**src/vits_pkg.sv**
```systemverilog
// Shared types and constants of the vector index top-k search block.
`timescale 1ns / 1ps
package vits_pkg;

  // Field widths fixed by the interface.
  localparam int DIM_CFG_W = 9;
  localparam logic [DIM_CFG_W-1:0] DIM_CFG_RESET = 9'd256;
  localparam int KEY_W = 64;
  localparam int VAL_W = 16;
  localparam int SCORE_W = 32;
  localparam int ROW_OUT_W = 10;
  localparam int WANT_W = 5;

  // Operation codes of an input beat.
  typedef enum logic [1:0] {
    OP_ADD    = 2'd0,
    OP_REMOVE = 2'd1,
    OP_SEARCH = 2'd2,
    OP_NONE   = 2'd3
  } op_t;

  // Status codes of a result beat.
  typedef enum logic [2:0] {
    RES_HIT       = 3'd0,
    RES_NO_HITS   = 3'd1,
    RES_ADDED     = 3'd2,
    RES_FULL      = 3'd3,
    RES_REMOVED   = 3'd4,
    RES_NOT_FOUND = 3'd5
  } res_t;

  // Controller states.
  typedef enum logic [4:0] {
    S_IDLE,
    S_FIND_RD,
    S_FIND_CHK,
    S_FIND_MISS,
    S_POP,
    S_KEY_WR,
    S_WR_RUN,
    S_WR_TAIL,
    S_RM,
    S_SRCH_BEGIN,
    S_SC_RD,
    S_SC_CHK,
    S_SC_MAC,
    S_SC_DRAIN,
    S_SC_INS,
    S_SC_FIN,
    S_EM_RD,
    S_EM_OUT,
    S_RM_MISS,
    S_ADD_FULL,
    S_NOHIT,
    S_RM_DONE,
    S_ADD_DONE
  } state_t;

  // Commands from the controller to the datapath.
  typedef struct packed {
    logic elem_wr;
    logic op_start;
    logic row_inc;
    logic tgt_row;
    logic pop;
    logic tgt_pop;
    logic alloc;
    logic key_wr;
    logic key_valid;
    logic push;
    logic idx_clr;
    logic wr_step;
    logic mac_clr;
    logic mac_step;
    logic insert;
    logic j_clr;
    logic krd_best;
    logic emit;
    logic emit_hit;
    res_t resp_code;
    logic resp_key;
    logic resp_row;
  } cmd_t;

  // Status from the datapath to the controller.
  typedef struct packed {
    logic op_add;
    logic row_end;
    logic key_hit;
    logic row_live;
    logic free_avail;
    logic new_avail;
    logic idx_last;
    logic mac_last;
    logic pipe_busy;
    logic k_zero;
    logic n_zero;
    logic em_last;
    logic out_free;
  } sts_t;

endpackage

```
**src/vits_ctrl.sv**
```systemverilog
// Controller state machine of the vector index top-k search block.
`timescale 1ns / 1ps
module vits_ctrl import vits_pkg::*; (
  input  logic       clk,
  input  logic       rst_n,
  input  logic       in_valid,
  output logic       in_ready,
  input  logic [1:0] in_op,
  input  logic       in_last,
  input  sts_t       sts,
  output cmd_t       cmd
);

  state_t state_r, state_nxt;
  op_t    op_in;

  assign op_in = op_t'(in_op);
  assign in_ready = (state_r == S_IDLE);

  // State register.
  always_ff @(posedge clk) begin
    if (!rst_n) begin
      state_r <= S_IDLE;
    end else begin
      state_r <= state_nxt;
    end
  end

  // Next state.
  always_comb begin
    state_nxt = state_r;
    case (state_r)
      S_IDLE: begin
        if (in_valid) begin
          case (op_in)
            OP_REMOVE: state_nxt = S_FIND_RD;
            OP_ADD:    state_nxt = in_last ? S_FIND_RD : S_IDLE;
            OP_SEARCH: state_nxt = in_last ? S_SRCH_BEGIN : S_IDLE;
            default:   state_nxt = S_IDLE;
          endcase
        end
      end
      S_FIND_RD:  state_nxt = sts.row_end ? S_FIND_MISS : S_FIND_CHK;
      S_FIND_CHK: begin
        if (sts.key_hit) begin
          state_nxt = sts.op_add ? S_WR_RUN : S_RM;
        end else begin
          state_nxt = S_FIND_RD;
        end
      end
      S_FIND_MISS: begin
        if (!sts.op_add) begin
          state_nxt = S_RM_MISS;
        end else if (sts.free_avail) begin
          state_nxt = S_POP;
        end else if (sts.new_avail) begin
          state_nxt = S_KEY_WR;
        end else begin
          state_nxt = S_ADD_FULL;
        end
      end
      S_POP:        state_nxt = S_KEY_WR;
      S_KEY_WR:     state_nxt = S_WR_RUN;
      S_WR_RUN:     state_nxt = sts.idx_last ? S_WR_TAIL : S_WR_RUN;
      S_WR_TAIL:    state_nxt = S_ADD_DONE;
      S_RM:         state_nxt = S_RM_DONE;
      S_SRCH_BEGIN: state_nxt = sts.k_zero ? S_NOHIT : S_SC_RD;
      S_SC_RD:      state_nxt = sts.row_end ? S_SC_FIN : S_SC_CHK;
      S_SC_CHK:     state_nxt = sts.row_live ? S_SC_MAC : S_SC_RD;
      S_SC_MAC:     state_nxt = sts.mac_last ? S_SC_DRAIN : S_SC_MAC;
      S_SC_DRAIN:   state_nxt = sts.pipe_busy ? S_SC_DRAIN : S_SC_INS;
      S_SC_INS:     state_nxt = S_SC_RD;
      S_SC_FIN:     state_nxt = sts.n_zero ? S_NOHIT : S_EM_RD;
      S_EM_RD:      state_nxt = S_EM_OUT;
      S_EM_OUT: begin
        if (sts.out_free) begin
          state_nxt = sts.em_last ? S_IDLE : S_EM_RD;
        end
      end
      S_RM_MISS, S_ADD_FULL, S_NOHIT, S_RM_DONE, S_ADD_DONE: begin
        if (sts.out_free) begin
          state_nxt = S_IDLE;
        end
      end
      default: state_nxt = S_IDLE;
    endcase
  end

  // Commands for the datapath.
  always_comb begin
    cmd = '0;
    case (state_r)
      S_IDLE: begin
        if (in_valid) begin
          cmd.elem_wr  = (op_in == OP_ADD) || (op_in == OP_SEARCH);
          cmd.op_start = (op_in == OP_REMOVE) ||
                         (((op_in == OP_ADD) || (op_in == OP_SEARCH)) && in_last);
        end
      end
      S_FIND_CHK: begin
        if (sts.key_hit) begin
          cmd.tgt_row = 1'b1;
          cmd.idx_clr = 1'b1;
        end else begin
          cmd.row_inc = 1'b1;
        end
      end
      S_FIND_MISS: begin
        cmd.pop   = sts.op_add && sts.free_avail;
        cmd.alloc = sts.op_add && !sts.free_avail && sts.new_avail;
      end
      S_POP: cmd.tgt_pop = 1'b1;
      S_KEY_WR: begin
        cmd.key_wr    = 1'b1;
        cmd.key_valid = 1'b1;
        cmd.idx_clr   = 1'b1;
      end
      S_WR_RUN: cmd.wr_step = 1'b1;
      S_RM: begin
        cmd.key_wr = 1'b1;
        cmd.push   = 1'b1;
      end
      S_SC_CHK: begin
        if (sts.row_live) begin
          cmd.mac_clr = 1'b1;
          cmd.idx_clr = 1'b1;
        end else begin
          cmd.row_inc = 1'b1;
        end
      end
      S_SC_MAC: cmd.mac_step = 1'b1;
      S_SC_INS: begin
        cmd.insert  = 1'b1;
        cmd.row_inc = 1'b1;
      end
      S_SC_FIN: cmd.j_clr = 1'b1;
      S_EM_RD:  cmd.krd_best = 1'b1;
      S_EM_OUT: begin
        cmd.krd_best = 1'b1;
        cmd.emit     = sts.out_free;
        cmd.emit_hit = 1'b1;
      end
      S_RM_MISS: begin
        cmd.emit      = sts.out_free;
        cmd.resp_code = RES_NOT_FOUND;
        cmd.resp_key  = 1'b1;
      end
      S_ADD_FULL: begin
        cmd.emit      = sts.out_free;
        cmd.resp_code = RES_FULL;
        cmd.resp_key  = 1'b1;
      end
      S_NOHIT: begin
        cmd.emit      = sts.out_free;
        cmd.resp_code = RES_NO_HITS;
      end
      S_RM_DONE: begin
        cmd.emit      = sts.out_free;
        cmd.resp_code = RES_REMOVED;
        cmd.resp_key  = 1'b1;
        cmd.resp_row  = 1'b1;
      end
      S_ADD_DONE: begin
        cmd.emit      = sts.out_free;
        cmd.resp_code = RES_ADDED;
        cmd.resp_key  = 1'b1;
        cmd.resp_row  = 1'b1;
      end
      default: cmd = '0;
    endcase
  end

endmodule

```
**config.mk**
```make
export PLATFORM = sky130hd
export DESIGN_NAME = vits_ctrl
export DESIGN_NICKNAME = d
export VERILOG_FILES = /design/src/vits_pkg.sv /design/src/vits_ctrl.sv
export SDC_FILE = /design/constraint.sdc
export NUM_CORES = 1
export LEC_CHECK = 0
export BUFFER_PORTS_ARGS = -buffer_cell sky130_fd_sc_hd__buf_2
export CELL_PAD_IN_SITES_DETAIL_PLACEMENT = 0
export CELL_PAD_IN_SITES_GLOBAL_PLACEMENT = 2
export CORE_UTILIZATION = 19
export CTS_CLUSTER_DIAMETER = 100
export DETAILED_ROUTE_END_ITERATION = 10
export PLACE_DENSITY = 0.75
export SLEW_MARGIN = 10
export SYNTH_ARGS = -nofsm -noshare
export SYNTH_HDL_FRONTEND = slang
export SYNTH_SLANG_ARGS = --single-unit
```
**constraint.sdc**
```tcl
create_clock -name clk -period 1.4 [get_ports clk]
set_clock_uncertainty 0.1 [all_clocks]
set_input_delay 0.28 -clock clk [delete_from_list [all_inputs] [get_ports clk]]
set_output_delay 0.28 -clock clk [all_outputs]
set_load 0.05 [all_outputs]
```
### Yosys cells after proc, flatten, opt, wreduce, memory -nomap -nowiden

Index checks and enable logic that the tools add are counted.

* reductions and logical operators: 16
* multiplexer cells: 47
* equality and inequality tests: 27

Operator list (count)
* one-hot mux 5 bit (19 select lines): 1
* equality test 5 x 4 -> 1 bit, second input constant: 8
* two-way mux 5 bit: 8
* equality test 5 bit, second input constant: 7
* two-way mux 1 bit: 25
* equality test 5 x 3 -> 1 bit, second input constant: 4
* one-hot mux 3 bit (5 select lines): 1
* two-way mux 4 bit: 3
* one-hot mux 4 bit (3 select lines): 1
* equality test 5 x 2 -> 1 bit, second input constant: 2
* two-way mux 3 bit: 3
* two-way mux 2 bit: 3
* inequality test 2 bit, second input constant: 3
* one-hot mux 1 bit (3 select lines): 2
* OR reduction 2 bit: 3
* OR reduction 6 bit: 1
* equality test 5 x 1 -> 1 bit, second input constant: 1
* logical NOT 5 bit: 1
* OR reduction 5 bit: 1
* logical AND 1 bit: 4
* OR reduction 4 bit: 1
* AND reduction 3 bit: 1
* equality test 2 x 1 -> 1 bit, second input constant: 1
* equality test 2 bit, second input constant: 1
* 3 further kinds: 4

* logic and storage cells: 91
* bits of input ports: 19
* register bits after elaboration: 5
* output and inout bits: 25

### Depth between registers and ports, before layout

Gate-level depths: netlist (run 1).

* depth after elaboration: 6
* gate-level depth with buffers: 7
* depth with buffers taken out: 6

### Worst setup path after synthesis (run 1)

Ideal clock, no wire load.

* path type: reg-to-output
* start point: reg state_r[2]
* end point: out cmd[1] in the netlist's numbering
* stages on the path, launching flop included: 5
* path buffers: 1
* data arrival time: 2.444 ns
* setup slack: -1.424 ns
* path through: dfxtp_1 > buf_2 > nand2b_1 > a211oi_1 > or2_1

RTL lines
* start: declaration: RTL line vits_ctrl.sv:14 `state_t state_r, state_nxt;`
* start signal: assignment: RTL line vits_ctrl.sv:25 `state_r <= state_nxt;`
* end: declaration: RTL line vits_ctrl.sv:11 `output cmd_t cmd`

==> results of run 1 <==
## kinds of logic (layout without fill, tap and decap cells)
logic type             Yosys count  count (layout)  synth area share, %
AO/OA/AOI/OAI                   31              31                 29.8
XOR/XNOR                         1               1                 1.07
buffers and inverters           15             111                 8.55
flip-flops                       5               5                 12.2
multiplexers                     2               2                 2.60
AND/OR/NAND/NOR                 71              71                 45.8
## layout by cell type, fill, tap and decap left out, types with 2 or more instances in the layout
cell        count
nand2b_1        2
nand3_4         2
clkinvlp_4      2
nor2b_4         2
and2_4          2
nor2_4         10
dfxtp_4         5
nor2_2          4
buf_12          3
buf_4          36
nand2_1         6
nor3_4          6
o21ai_0         3
nand3b_1        2
a211oi_4        2
buf_8          12
nand2b_4        5
nand3_1         4
a31oi_1         2
inv_1           3
buf_6          31
nor2_1          4
buf_2          18
o21a_1          2
or2_4           3
a311oi_2        2
nor2b_1         2
nor3_2          2
clkbuf_8        3
and3_4          2
a211oi_1        2
nand2_4         2
o21ai_1         2
## what timing repair did
action,in CTS,in global routing
buffers inserted,11,9
resized for setup,120,18
pin swaps,19,15
gates cloned,0,0
endpoints found under the setup margin,30,30
## per-layer routing
metal  vias up  global-route usage (%)
met1       647                    24.9
met4         0                    8.78
met5         -                       0
met3        13                    1.86
li1        646                       -
met2        54                    34.0
## how the worst max path moves through the flow
stage	end	cells past startpoint	slack, ps	from
floorplan	cmd[22]	6	-490	state_r[4]
global placement	cmd[21]	4	-380	state_r[0]
detailed placement	state_r[0]	6	-440	state_r[4]
CTS	cmd[1]	5	-520	state_r[1]
global route	cmd[21]	4	-590	state_r[0]
finish	cmd[21]	4	-550	state_r[0]
## cells in the mapped netlist (all sizes together) (4+ instances only)
cell type	instances
inv	7
nand2b	7
o21ai	7
dfxtp	5
nand3	7
or2	4
nor2b	4
a211oi	5
nor3	8
buf	6
nor2	18
nand2	10
## cell type report
type                            instances  area (um2)  area share, %
Timing Repair Buffer                  100         950           41.7
Clock buffer                            4        45.0           1.98
Inverter                                7        46.3           2.03
Sequential cell                         5         119           5.21
Multi-Input combinational cell        105        1060           46.4
Tap cell                               50        62.6           2.74
## through the flow
| step | cells | power [mW] | instance area (um2) | setup WS (ps) |
|---|---|---|---|---|
| after floorplan | 125 | 2.01 | 1050 | -487 |
| after global placement | 253 | 2.97 | 1610 | -382 |
| after detailed placement | 253 | 2.96 | 1610 | -435 |
| after CTS | 266 | 4.20 | 2180 | -520 |
| after global routing | 271 | 4.61 | 2280 | -585 |
| final | 271 | 4.38 | 2280 | -548 |
## power groups by stage
stage	sequential, mW	combinational [mW]	clock (mW)
finish	0.368	3.74	0.275
global route	0.376	3.94	0.286
CTS	0.357	3.57	0.273
detailed placement	0.311	2.65	0
global placement	0.301	2.67	0
floorplan	0.257	1.76	0
==> flow_summary.yaml, run 1 <==
global_route:
  grt_pass1_vias: 1360
  antenna_found_initial: 0
  grt-ovfl-total: 0
  grt_util_all_layers_pct: 19.9
  grt_pass1_wl_um: 6610
  grt_max_degree: 11
floorplanning:
  io-pin-count: 44
  rows: 23
  die_height_um: 67.7
  die_w_um: 67.7
  core_area_mm2: 0.00406
  initial_core_util_pct: 20.2
  die-area_mm2: 0.00458
routing:
  antenna_left: 0
  routed_wirelength_um: 4480
  routedWlPerCell_um: 16.5
  met3WireLength_um: 237
  firstDrtPassIters: 4
  drt_iter0_drc: 45
  vias_per_cell: 5.02
  met1_length_um: 1820
  dr_wl_met2_um: 2270
  highest-signal-layer: "met4"
  remaining_drc_errors: 0
  vias: 1360
setup_path:
  path_buf_inv: 1
  rr_worst_depth: 8
  cp-end-kind: "output port"
  critical_path_arrival_ps: 1570
  worstPathCellList: "or3_4 > nor4_4 > a31o_2 > buf_6"
  cp.required_ps: 1020
  r2r-start: "state_r[1]"
  crit_fanout: 8
  critPathSlowestCell: "or3_4"
  regToRegEndpoint: "state_r[0]"
  startpoint_type: "flip-flop"
  cp_top_family: "simple AND/OR/NAND/NOR gates"
  crit_type: "reg -> out"
  max_stage_delay_ps: 420
  ff2ff_setup_slack_ps: -480
sta:
  final-hold-violation-count: 0
  maxSlewHeadroom_pct: 73.0
  fin_ws_ps: -548
  slew_violations: 0
  tightest_slew_ps: 405
  holdWs_ps: 215
  rsz0062_at_grt: "true"
  post-route-min-period_ps: 1950
  setup_violations: 30
  fin_tns_setup_ps: -10740
  fmax_mhz: 513
  min_period_over_period_pct: 139
cts:
  path_clk_slew_ps: 40
  cts_buffers: 3
  clk_latency_ps: 230
  h-tree-depth: 1
  hold_buffers: 0
  clockBufferDepth: 2
  clock-sinks: 5
  cts_tree: "yes"
  cts_root_buffer: "clkbuf_8"
synthesis:
  synth_ff_type: "dfxtp_1"
  synthCells: 125
  async_reset_ff_share_pct: 0
  synth.area.top_cells: "dfxtp_1 12%, nor2_1 8.2%, nand2b_1 5.3%"
  synth_cell_types: 44
  syn_nets: 144
  netlist_area_um2: 820
  syn_area_per_cell_um2: 6.56
  synth_warnings: 0
  synth_top_area_share_pct: 12.2
  synth_edf_count: 0
  yosysTopAreaCell: "dfxtp_1"
  ys_ff_latch: 5
  ys_seq_area_share_pct: 12.2
power_and_ir_drop:
  p_clk_share_pct: 6.3
  irDropWorstVdd_v: 0.000944
  internal-power_mw: 2.21
  leakagePower_nw: 0.921
  sw_frac_of_total_pct: 49.5
  seqPwrFrac_pct: 8.4
  power_density_mw_per_mm2: 1920
  switchingPower_mw: 2.17
  p_comb_share_pct: 85.3
run_status:
  violations: "negative setup slack"
  status: "complete, but fails checks"
layout:
  final_layout_size_suffix_gt1_share_pct: 77.8
  reg.largest.list: "state_r x5"
  layout.nets: 241
  largest-register: "state_r"
  fill_cells: 350
  largest_reg_flops: 5
  num_antenna_cells: 0
  fin_util_pct: 56.2
  synthToLayoutAreaGrowth_pct: 178
worst_hold_path:
  worstHoldStart: "rst_n"
  hold_path_class: "in -> reg"
  hold_depth: 2
  hold_end: "state_r[2]"
run:
  maxCapViolCount: 0
placement:
  portBuffers: 43
  dpl.hpwl_um: 3040
  routabilityCongestion: 0.910
Note: power is estimated with default switching activity, not from simulation.
==> run 2, diff against run 1 <==
clock period = 1.6 ns   (was 1.4 ns; I/O delays follow)
==> flow_summary.yaml, run 2 (synthesis results as in run 1) <==
run_status:
  status: "complete, but fails checks"
  violations: "negative setup slack"
global_route:
  grt_util_all_layers_pct: 18.1
  antenna_found_initial: 0
  grt_max_degree: 12
  grt_pass1_wl_um: 6140
  grt_pass1_vias: 1310
  grt-ovfl-total: 0
layout:
  final-instance-count-excl-fill: 269
  fill_cells: 351
  layout.nets: 239
  num_antenna_cells: 0
  final_layout_size_suffix_gt1_share_pct: 78.1
  final_common_cell: "buf_4"
  final_cell_mix: "37 x buf_4, 28 x buf_6, 18 x buf_2, 15 x buf_8"
  largest-register: "state_r"
  synthToLayoutAreaGrowth_pct: 174
  reg.largest.list: "state_r x5"
  largest_reg_flops: 5
  final_cell_area_mm2: 0.00225
sta:
  fin_ws_ps: -332
  rsz0062_at_grt: "true"
  post-route-min-period_ps: 1930
  slew_violations: 0
  holdWs_ps: 269
  final-hold-violation-count: 0
  fmax_mhz: 518
  min_period_over_period_pct: 121
  tightest_slew_ps: 470
  maxSlewHeadroom_pct: 68.5
  setup_violations: 28
  fin_tns_setup_ps: -5360
power_and_ir_drop:
  power_mw: 3.80
  irDropWorstVdd_v: 0.000516
  leakagePower_nw: 0.915
  power_density_mw_per_mm2: 1690
setup_path:
  startpoint_type: "flip-flop"
  crit_type: "reg -> out"
  r2r-start: "state_r[1]"
  cp-end-kind: "output port"
  cp.required_ps: 1180
  critPathLaunch: "state_r[1]"
  critical_path_arrival_ps: 1510
  ff2ff_setup_slack_ps: -180
  crit_fanout: 6
routing:
  drt_iter0_drc: 48
  routedWlPerCell_um: 15.6
  firstDrtPassIters: 4
  vias_per_cell: 4.87
  remaining_drc_errors: 0
  antenna_left: 0
  vias: 1311
  routed_wirelength_um: 4200
cts:
  path_clk_slew_ps: 40
  clock-sinks: 5
  clk_latency_ps: 230
  cts_buffers: 3
  cts_root_buffer: "clkbuf_8"
  clockBufferDepth: 2
  h-tree-depth: 1
  cts_tree: "yes"
placement:
  place_area_mm2: 0.00155
  placed_cells: 253
  dpl.hpwl_um: 2870
  portBuffers: 43
  routabilityCongestion: 0.886
floorplanning:
  rows: 23
  die_height_um: 67.7
  core_area_mm2: 0.00406
  io-pin-count: 44
  die_w_um: 67.7
  initial_core_util_pct: 20.2
  die-area_mm2: 0.00458
worst_hold_path:
  hold_path_class: "in -> reg"
  worstHoldStart: "rst_n"
run:
  maxCapViolCount: 0
-- run 2: changes by cell type in the layout (fill, tap and decap cells not counted), moves of 2 or more --
cell / before / now
nor2_2: 4 / 2
buf_8: 12 / 15
nor3_4: 6 / 4
nor2_1: 4 / 8
buf_6: 31 / 28
buf_12: 3 / 0
nor2_4: 10 / 8
clkinvlp_4: 2 / 0
-- run 2: worst paths after layout --
| path | end | depth (start not counted) |
|---|---|---|
| worst max-delay path | cmd[16] | 5 |
| worst min register to register | state_r[1] | 3 |
| worst max register to register | state_r[2] | 7 |
| worst min-delay path | state_r[2] | 2 |
-- run 2: metrics by stage --
stage | worst slack, ps | util [%]
2_1_floorplan | -327 | -
3_3_place_gp | -288 | 38.3
3_5_place_dp | -277 | 38.3
4_1_cts | -308 | 51.5
5_1_grt | -365 | 55.4
6_report | -332 | 55.4
-- run 2: layer usage --
layer	vias to the layer above	track usage [%]	part of all wire, %
met5	-	0	0
met3	6	2.87	3.3
met1	627	23.9	43
met4	0	5.05	0.67
li1	642	-	-
met2	36	29.8	53
-- run 2: power breakdown --
group | switching [mW] | internal (mW)
clock network | 0.0700 | 0.172
registers | 0.114 | 0.193
logic | 1.67 | 1.58
total | 1.85 | 1.95
-- run 2: final cells by class --
class,count,area (um2),area share [%]
clock buffer,4,45.0,2.01
inverter,7,33.8,1.50
multi-input combinational,105,1080,48.0
sequential,5,119,5.29
tap,50,62.6,2.79
timing repair buffer,98,908,40.4
-- run 2: repair_timing --
item | CTS | global route
setup endpoints to repair | 30 | 30
hold buffers | 0 | 0
buffers inserted | 13 | 5
pin swaps | 15 | 18
gates resized for setup | 107 | 43
-- run 2: worst max-delay path, cell delays in order (launching register included) --
cell and delay, ps:
dfxtp_4 370, buf_6 120, or2_4 280, nor3_4 210, or2_4 170, buf_8 130
